$ cat src/design/qocr_pkg.sv
// ----------------------------------------------------------------------------
// qocr_pkg
// Shared widths, constants and the root step for the quaternion rebuild.
// ----------------------------------------------------------------------------
package qocr_pkg;

   localparam int COMP_W   = 16;
   localparam int OUT_W    = 15;
   localparam int SQ_W     = 31;
   localparam int SUM_W    = 33;
   localparam int RAD_W    = 32;
   localparam int ROOT_W   = 16;
   localparam int REM_W    = 18;
   localparam int ROOT_STG = 8;
   localparam int NUM_STG  = ROOT_STG + 2;

   localparam logic [SUM_W-1:0] UNIT_SQUARED = 33'd1073676289;

   localparam logic OP_XYZ = 1'b0;
   localparam logic OP_X   = 1'b1;

   typedef struct packed {
      logic signed [COMP_W-1:0] x;
      logic signed [COMP_W-1:0] y;
      logic signed [COMP_W-1:0] z;
   } comp_type;

   typedef struct packed {
      logic [REM_W-1:0]  rem;
      logic [ROOT_W-1:0] root;
   } root_step_type;

   // one digit pair of the restoring square root
   function automatic root_step_type root_step(input logic [REM_W-1:0]  rem,
                                               input logic [ROOT_W-1:0] root,
                                               input logic [1:0]        pair);
      logic [REM_W+1:0] acc;
      logic [REM_W+1:0] trial;
      root_step_type    r;
      acc   = {rem, pair};
      trial = {{(REM_W-ROOT_W){1'b0}}, root, 2'b01};
      if (acc >= trial) begin
         r.rem  = REM_W'(acc - trial);
         r.root = {root[ROOT_W-2:0], 1'b1};
      end else begin
         r.rem  = acc[REM_W-1:0];
         r.root = {root[ROOT_W-2:0], 1'b0};
      end
      return r;
   endfunction

endpackage

$ cat src/design/quat_omitted_component_rebuild.sv
// ----------------------------------------------------------------------------
// quat_omitted_component_rebuild
// Rebuilds the omitted quaternion component as the rounded root of the unit square minus
// the given squares (clamped at zero); passes the given components through, y and z as zero for OP_X.
// Throughput: one word per cycle while no result word is stalled; 8-stage two-digit root pipeline.
// The whole pipeline holds while a result word is stalled.
// Reset (synchronous) clears all valid bits; payload registers are not reset.
// ----------------------------------------------------------------------------
module quat_omitted_component_rebuild
   import qocr_pkg::*;
(
   input  logic                     clock,
   input  logic                     reset,
   input  logic                     req_valid,
   output logic                     req_stall,
   input  logic                     req_operation,
   input  logic signed [COMP_W-1:0] req_comp_x,
   input  logic signed [COMP_W-1:0] req_comp_y,
   input  logic signed [COMP_W-1:0] req_comp_z,
   output logic                     rsp_valid,
   input  logic                     rsp_stall,
   output logic signed [COMP_W-1:0] rsp_out_x,
   output logic signed [COMP_W-1:0] rsp_out_y,
   output logic signed [COMP_W-1:0] rsp_out_z,
   output logic [OUT_W-1:0]         rsp_rebuilt
);

   logic                advance;
   logic [NUM_STG-1:0]  vld_ff;
   comp_type            comp_ff [NUM_STG];
   comp_type            comp_in;

   logic [SQ_W-1:0]     sq_x_ff, sq_y_ff, sq_z_ff;
   logic [SQ_W-1:0]     sq_x_in, sq_y_in, sq_z_in;
   logic [RAD_W-1:0]    rad0_ff;
   logic [RAD_W-1:0]    rad0_in;

   logic [RAD_W-1:0]    rad_ff  [ROOT_STG];
   logic [REM_W-1:0]    rem_ff  [ROOT_STG];
   logic [ROOT_W-1:0]   root_ff [ROOT_STG];
   logic [RAD_W-1:0]    rad_in  [ROOT_STG];
   logic [REM_W-1:0]    rem_in  [ROOT_STG];
   logic [ROOT_W-1:0]   root_in [ROOT_STG];

   logic                rsp_valid_ff;
   comp_type            rsp_comp_ff;
   logic [OUT_W-1:0]    rsp_rebuilt_ff;
   logic [OUT_W-1:0]    rsp_rebuilt_in;

   assign advance   = !rsp_valid_ff || !rsp_stall;
   assign req_stall = !advance;

   // stage 0: squares
   always_comb begin
      logic signed [2*COMP_W-1:0] px, py, pz;
      comp_in.x = req_comp_x;
      comp_in.y = (req_operation == OP_XYZ) ? req_comp_y : '0;
      comp_in.z = (req_operation == OP_XYZ) ? req_comp_z : '0;
      px        = comp_in.x * comp_in.x;
      py        = comp_in.y * comp_in.y;
      pz        = comp_in.z * comp_in.z;
      sq_x_in   = px[SQ_W-1:0];
      sq_y_in   = py[SQ_W-1:0];
      sq_z_in   = pz[SQ_W-1:0];
   end

   // stage 1: difference, clamped at zero
   always_comb begin
      logic [SUM_W-1:0] diff;
      diff = UNIT_SQUARED - SUM_W'(sq_x_ff) - SUM_W'(sq_y_ff) - SUM_W'(sq_z_ff);
      if (diff[SUM_W-1] || diff == '0) begin
         rad0_in = '0;
      end else begin
         rad0_in = diff[RAD_W-1:0];
      end
   end

   // root stages: two digits each
   always_comb begin
      root_step_type    a, b;
      logic [RAD_W-1:0]  src_rad;
      logic [REM_W-1:0]  src_rem;
      logic [ROOT_W-1:0] src_root;
      for (int k = 0; k < ROOT_STG; k++) begin
         if (k == 0) begin
            src_rad  = rad0_ff;
            src_rem  = '0;
            src_root = '0;
         end else begin
            src_rad  = rad_ff[k-1];
            src_rem  = rem_ff[k-1];
            src_root = root_ff[k-1];
         end
         a          = root_step(src_rem, src_root, src_rad[RAD_W-1:RAD_W-2]);
         b          = root_step(a.rem, a.root, src_rad[RAD_W-3:RAD_W-4]);
         rem_in[k]  = b.rem;
         root_in[k] = b.root;
         rad_in[k]  = {src_rad[RAD_W-5:0], 4'b0000};
      end
   end

   // rounding
   assign rsp_rebuilt_in =
      OUT_W'(root_ff[ROOT_STG-1] +
             ROOT_W'(rem_ff[ROOT_STG-1] > REM_W'(root_ff[ROOT_STG-1])));

   always_ff @(posedge clock) begin
      if (reset) begin
         vld_ff       <= '0;
         rsp_valid_ff <= 1'b0;
      end else if (advance) begin
         vld_ff       <= {vld_ff[NUM_STG-2:0], req_valid};
         rsp_valid_ff <= vld_ff[NUM_STG-1];
      end
   end

   always_ff @(posedge clock) begin
      if (advance) begin
         comp_ff[0] <= comp_in;
         for (int s = 1; s < NUM_STG; s++) begin
            comp_ff[s] <= comp_ff[s-1];
         end
         sq_x_ff <= sq_x_in;
         sq_y_ff <= sq_y_in;
         sq_z_ff <= sq_z_in;
         rad0_ff <= rad0_in;
         for (int k = 0; k < ROOT_STG; k++) begin
            rad_ff[k]  <= rad_in[k];
            rem_ff[k]  <= rem_in[k];
            root_ff[k] <= root_in[k];
         end
         rsp_comp_ff    <= comp_ff[NUM_STG-1];
         rsp_rebuilt_ff <= rsp_rebuilt_in;
      end
   end

   assign rsp_valid   = rsp_valid_ff;
   assign rsp_out_x   = rsp_comp_ff.x;
   assign rsp_out_y   = rsp_comp_ff.y;
   assign rsp_out_z   = rsp_comp_ff.z;
   assign rsp_rebuilt = rsp_rebuilt_ff;

`ifndef SYNTH
   a_stall_only_backpressure: assert property (@(posedge clock) disable iff (reset)
      req_stall |-> (rsp_valid && rsp_stall))
      else $error("input stalled without a stalled result word");

   a_pipe_holds: assert property (@(posedge clock) disable iff (reset)
      !advance |=> ($stable(vld_ff) && $stable(rsp_valid_ff)))
      else $error("pipeline valid bits moved during stall");

   a_root_range: assert property (@(posedge clock) disable iff (reset)
      vld_ff[NUM_STG-1] |-> !root_ff[ROOT_STG-1][ROOT_W-1])
      else $error("root exceeds result range");
`endif

endmodule
$ cat config.mk
export PLATFORM = sky130hd
export DESIGN_NAME = quat_omitted_component_rebuild
export DESIGN_NICKNAME = d
export VERILOG_FILES = /design/src/design/qocr_pkg.sv /design/src/design/quat_omitted_component_rebuild.sv
export SDC_FILE = /design/constraint.sdc
export NUM_CORES = 2
export LEC_CHECK = 0
export ABC_AREA = 1
export BUFFER_PORTS_ARGS = -buffer_cell sky130_fd_sc_hd__buf_4
export CORE_ASPECT_RATIO = 1.2
export CORE_MARGIN = 5
export CORE_UTILIZATION = 25
export DETAILED_ROUTE_END_ITERATION = 10
export GPL_ROUTABILITY_DRIVEN = 0
export GPL_TIMING_DRIVEN = 1
export PLACE_DENSITY = 0.41
export SYNTH_ARGS = -nofsm -noshare
export SYNTH_HDL_FRONTEND = slang
export SYNTH_SLANG_ARGS = --single-unit
$ cat constraint.sdc
create_clock -name clock -period 32.7 [get_ports clock]
set_input_delay 1.635 -clock clock [delete_from_list [all_inputs] [get_ports clock]]
set_output_delay 1.635 -clock clock [all_outputs]
set_load 0.05 [all_outputs]
After elaboration in Yosys (flattened, before gate mapping)
Memory sizes are Yosys's and may differ from the RTL's. A register that Yosys moved wholly into a read port is not among the register bits.
Index checks and enable logic that the tools add are counted.
{"block": "word_totals", "regBits": 151, "ramBits": 976, "output_inout_bits": 65, "elab_cells": 77, "memories": 4}
{"block": "op_classes", "n_addsub": 20, "n_mul": 3, "n_lt_le_gt_ge": 17, "mux": 20, "reduce_logical": 6}
{"name": "comp_ff", "words": 10, "word_bits": 48, "rd": 10, "rd_ports_with_merged_regs": 1, "wr": 10, "line_no": "quat_omitted_component_rebuild.sv:30", "source": "comp_type comp_ff [NUM_STG];"}
{"name": "rad_ff", "words": 8, "word_bits": 28, "rd": 7, "rd_ports_with_merged_regs": 0, "wr": 8, "line_no": "quat_omitted_component_rebuild.sv:38", "source": "logic [RAD_W-1:0] rad_ff [ROOT_STG];"}
{"name": "rem_ff", "words": 8, "word_bits": 18, "rd": 8, "rd_ports_with_merged_regs": 0, "wr": 8, "line_no": "quat_omitted_component_rebuild.sv:39", "source": "logic [REM_W-1:0] rem_ff [ROOT_STG];"}
{"name": "root_ff", "words": 8, "word_bits": 16, "rd": 8, "rd_ports_with_merged_regs": 0, "wr": 8, "line_no": "quat_omitted_component_rebuild.sv:40", "source": "logic [ROOT_W-1:0] root_ff [ROOT_STG];"}
{"operator": "34-bit two-way mux", "n": 16}
{"operator": "20-bit by 18-bit greater-or-equal comparator with 1-bit output", "n": 15}
{"operator": "18-bit subtractor", "n": 15}
{"operator": "16-bit by 16-bit multiplier with 31-bit output", "n": 3}
{"operator": "33-bit logical NOT", "n": 1}
{"operator": "32-bit by 32-bit subtractor with 33-bit output", "n": 1}
{"operator": "33-bit by 31-bit subtractor with 33-bit output", "n": 1}
{"operator": "16-bit two-way mux", "n": 2}
{"operator": "30-bit by 31-bit subtractor with 32-bit output (first input constant)", "n": 1}
{"operator": "18-bit by 16-bit greater-than comparator with 1-bit output", "n": 1}
{"operator": "15-bit by 1-bit adder with 15-bit output", "n": 1}
{"operator": "1-bit logical NOT", "n": 3}
{"operator": "2-bit by 1-bit subtractor with 3-bit output (second input constant)", "n": 1}
{"operator": "2-bit by 1-bit greater-or-equal comparator with 1-bit output (second input constant)", "n": 1}
{"operator": "1-bit logical OR", "n": 2}
{"operator": "1-bit two-way mux", "n": 2}

Depth between registers and ports, before layout
{"block": "depth", "ltp_word": 5, "ltp_mapped": 32}

Least setup slack after synthesis
Ideal clock, no wire load.
{"block": "synth_timing", "path_type": "input to register", "startpoint": "input rsp_stall", "endpoint": "memory comp_ff[0][10] (netlist name) (enable)", "setup_ns": 1.730, "arrival_ns": 28.312, "slack_ns": 2.658, "cell_stages": 2, "path_buffers": 1, "path_cell_list": "nand2_1 > clkbuf_1"}
{"element": "start: declaration", "line_no": "quat_omitted_component_rebuild.sv:21", "source": "input logic rsp_stall,"}
{"element": "end: declaration", "line_no": "quat_omitted_component_rebuild.sv:30"}

Worst setup path after layout
{"block": "layout_timing", "startpoint": "input req_operation", "endpoint": "register sq_y_ff[30], data pin"}
{"block": "layout_via", "elab_chain_cells": 2}
{"element": "start: declaration", "line_no": "quat_omitted_component_rebuild.sv:16", "source": "input logic req_operation,"}
{"element": "16-bit two-way mux", "line_no": "quat_omitted_component_rebuild.sv:57", "source": "comp_in.y = (req_operation == OP_XYZ) ? req_comp_y : '0;"}
{"element": "16-bit by 16-bit multiplier with 31-bit output", "line_no": "quat_omitted_component_rebuild.sv:60", "source": "py = comp_in.y * comp_in.y;"}
{"element": "via sq_y_in[30]", "line_no": "quat_omitted_component_rebuild.sv:34", "source": "logic [SQ_W-1:0] sq_x_in, sq_y_in, sq_z_in;"}
{"element": "end signal: assignment", "line_no": "quat_omitted_component_rebuild.sv:124", "source": "sq_y_ff <= sq_y_in;"}
{"element": "end: declaration", "line_no": "quat_omitted_component_rebuild.sv:33", "source": "logic [SQ_W-1:0] sq_x_ff, sq_y_ff, sq_z_ff;"}
The timed path passes the listed nets, and every way through them passes these cells.
A chain may end at the register's enable or synchronous reset.

==> summary.txt <==
Floorplanning
  • Initial Util: 25.1%
  • IO Pins: 118
  • Std cell rows: about 220
  • Die area: roughly 0.31 mm^2
  • Die W: 506 um
  • Core area: between 0.2 and 0.3 mm^2
  • Die H: a little over 600 um

Finish
  • Post-route cell area: 0.0830 mm^2
  • Fill count: 30900
  • Fin cells: 11600
  • Layout cell share with drive strength beyond 1: 5.85%
  • Layout area overhead: 12.7%
  • Register Area: 0.0297 mm^2
  • Multi-input logic area: 0.0371 mm^2
  • Nets: ~9000

Critical path
  • CP most frequent cell: inv_1
  • Arr. time, crit path: 8.77 ns
  • CP max stage delay: 0.79 ns
  • Max FO, Critical Path: 33
  • Crit path cell chain: buf_4, nor2_1, inv_1, nor2_1, inv_1, fa_1, inv_1, fa_1, inv_1, fa_1, fa_1, inv_1, fa_1, inv_1, fa_1, inv_1, ha_1, a21oi_1, o21ai_0, a221oi_1, nand2_1, xor2_1
  • Startpoint class of the critical path: primary input
  • CP Data Required Time: 33.21 ns
  • CP startpoint: req_operation
  • FF-to-FF Start: sq_x_ff[2]
  • Critical Path Slowest Stage Cell: nor2_1
  • Kind of end point of the critical path: flip-flop
  • FF-to-FF setup slack: approximately 27 ns
  • CP Class: primary input to flip-flop

Worst hold path
  • Hold_sp: comp_ff[6][10]
  • Worst hold path class: flip-flop to flip-flop

Synthesis
  • Synth Register Bits: 993
  • Biggest area consumer among synthesized cells: edfxtp_1
  • Top_reg_cell synth: edfxtp_1
  • Post-synth top cells: 1688 x inv_1, 1382 x nand2_1, 982 x edfxtp_1
  • Synth Cell Area: 0.0737 mm^2
  • Post-synthesis mux area share: 0%
  • Yosys cell types: 66
  • Main combinational cell family by area after synthesis: adder cells
  • EDFF count, synth: 982
  • Post-synthesis instance total: 7478
  • Post-synthesis compound-gate area fraction: under 10%
  • Post-synthesis adder-cell area fraction: 27.2%
  • FFs w/ async S/R, synth: 0%
  • Average cell area after synthesis: 9.85 um^2
  • Post-Synth XOR/XNOR Area: under 10%
  • Seq/Total Area, Yosys: 40.3%
  • Yosys warns: 0
  • Top-count cell post-synth: inv_1
  • Post-synthesis simple-gate area fraction: around 15%
  • Area share of the largest cell type after synthesis: about 40%
  • Synth top area cells: edfxtp_1 40%, fa_1 20%, inv_1 8.6%, ha_1 7.6%, nand2_1 7.0%

Routing
  • Vias per inst: ~4.3
  • Post-Route WL: 183 mm
  • Drt first pass iters: 7
  • Via count of the routed design: ~50000
  • DR DRC count: 0
  • Starting DRC count in detailed routing: 2430
  • Routed length per instance: between 15 and 20 um
  • Final antenna-violating net count: 0

Timing
  • RSZ-0062 raised after global routing: no
  • Relative slew slack: 24.2%
  • Worst Skew: ~0.045 ns
  • Worst Tran Pin Value: 1.14 ns
  • Achievable frequency: 121 MHz
  • Final Critical Period: 8.26 ns
  • Final hold vios: 0
  • Final setup viols: 0
  • Post-route setup TNS: 0 ns
  • Fin. max-slew vios: 0
  • Final worst-path cycle share: 25.3%

Global routing
  • First-pass GRT wire length: 292 mm
  • Initial antenna violation count: 5
  • Largest net degree at the start of global routing: 177
  • Vias in the first global route: 52800
  • Congestion Overflow GR: 0
  • Total GRT Usage: between 10% and 20%

Clocking
  • CTS Buf Count: 115
  • Worst-Skew Late Latency: between 0.7 and 0.8 ns
  • Post-CTS Setup Inserts: 0
  • # hold bufs at CTS: 0
  • Maximum root-to-sink buffer count: 3
  • Clk slew on worst S/H paths: 0.07 ns
  • H-tree levels: 3
  • Root Buffer Master: clkbuf_16
  • CTS tree: done
  • Clk sinks: 993
  • Cts repair resizes: 0

Place
  • Placed cells: 11400
  • Port buffer count: 117
  • Dpl hpwl: 146 mm
  • Area post-placement: 0.0791 mm^2

Status
  • Status: finished clean

Run
  • Max-cap violations: 0
-- sequential cells by signal, indices dropped and copies added (netlist names) --
register,count
rsp_out_y,16
rad0_ff,32
sq_z_ff,30
rsp_rebuilt,15
root_ff,72
sq_y_ff,30
vld_ff,10
rad_ff,112
rsp_out_z,16
rem_ff,136
rsp_valid,1
rsp_out_x,16
comp_ff,477
sq_x_ff,30
-- metrics by stage --
step	worst slack (ns)	hold slack [ns]	utilization (%)
2_1_floorplan	2.66	0.400	-
3_3_place_gp	23.74	0.400	26.9
3_5_place_dp	23.71	0.405	26.9
4_1_cts	24.58	0.407	28.3
5_1_grt	24.05	0.413	28.3
6_report	24.44	0.398	28.3
-- routing by layer --
metal / up-vias / part of all wire (%) / GRT usage (%)
li1: 24000 / - / -
met1: 24300 / 41 / 14.0
met2: 824 / 53 / 22.4
met3: 291 / 3.3 / 1.49
met4: 2 / 3.4 / 3.83
met5: - / 0.0055 / 0
-- layout by cell type, fill, tap and decap left out, drive strengths merged, types with 15 or more instances in the layout --
cell and count:
nor2 645, xnor2 110, o21ai 222, xor2 184, edfxtp 982, a21oi 302, nand2 1402, a21o 16
nand4 83, fa 718, clkbuf 130, o21bai 19, o21a 15, ha 450, nand3 305, a31oi 25
buf 135, clkinv 61, nor4 17, nor3 67, or2 22, bufinv 16, inv 1717
-- final cells by class --
class	instances	area share [%]
Clock buffer	130	3.53
Clock inverter	87	1.19
Multi-Input combinational cell	4687	44.7
Timing Repair Buffer	135	1.25
Tap cell	3850	5.80
Sequential cell	993	35.8
Antenna cell	2	0.00603
Inverter	1714	7.75
-- cells by family after synthesis --
family,after synthesis
AOI/OAI and AO/OA,653
xor gates and xnor gates,294
adders and majority gates,1168
buffers and inverters,1799
DFF,993
other,1
and+or+nand+nor,2570
-- worst max-delay path, delay by kind of cell --
kind	cells	cell delay [ns]
AOI/OAI and AO/OA	3	0.61
and+or+nand+nor	3	1.32
buffers and inverters	8	1.31
adders and majority gates	7	3.70
xor gates and xnor gates	1	0.15
-- worst paths after layout --
| check | endpoint | depth (start not counted) |
|---|---|---|
| max | sq_y_ff[30] | 22 |
| min reg2reg | comp_ff[7][10] | 0 |
| min | comp_ff[7][10] | 0 |
| max reg2reg | rad0_ff[31] | 25 |
Power is not shown: default switching activity piles up to over one toggle a cycle in this logic, so the estimate is an artifact.
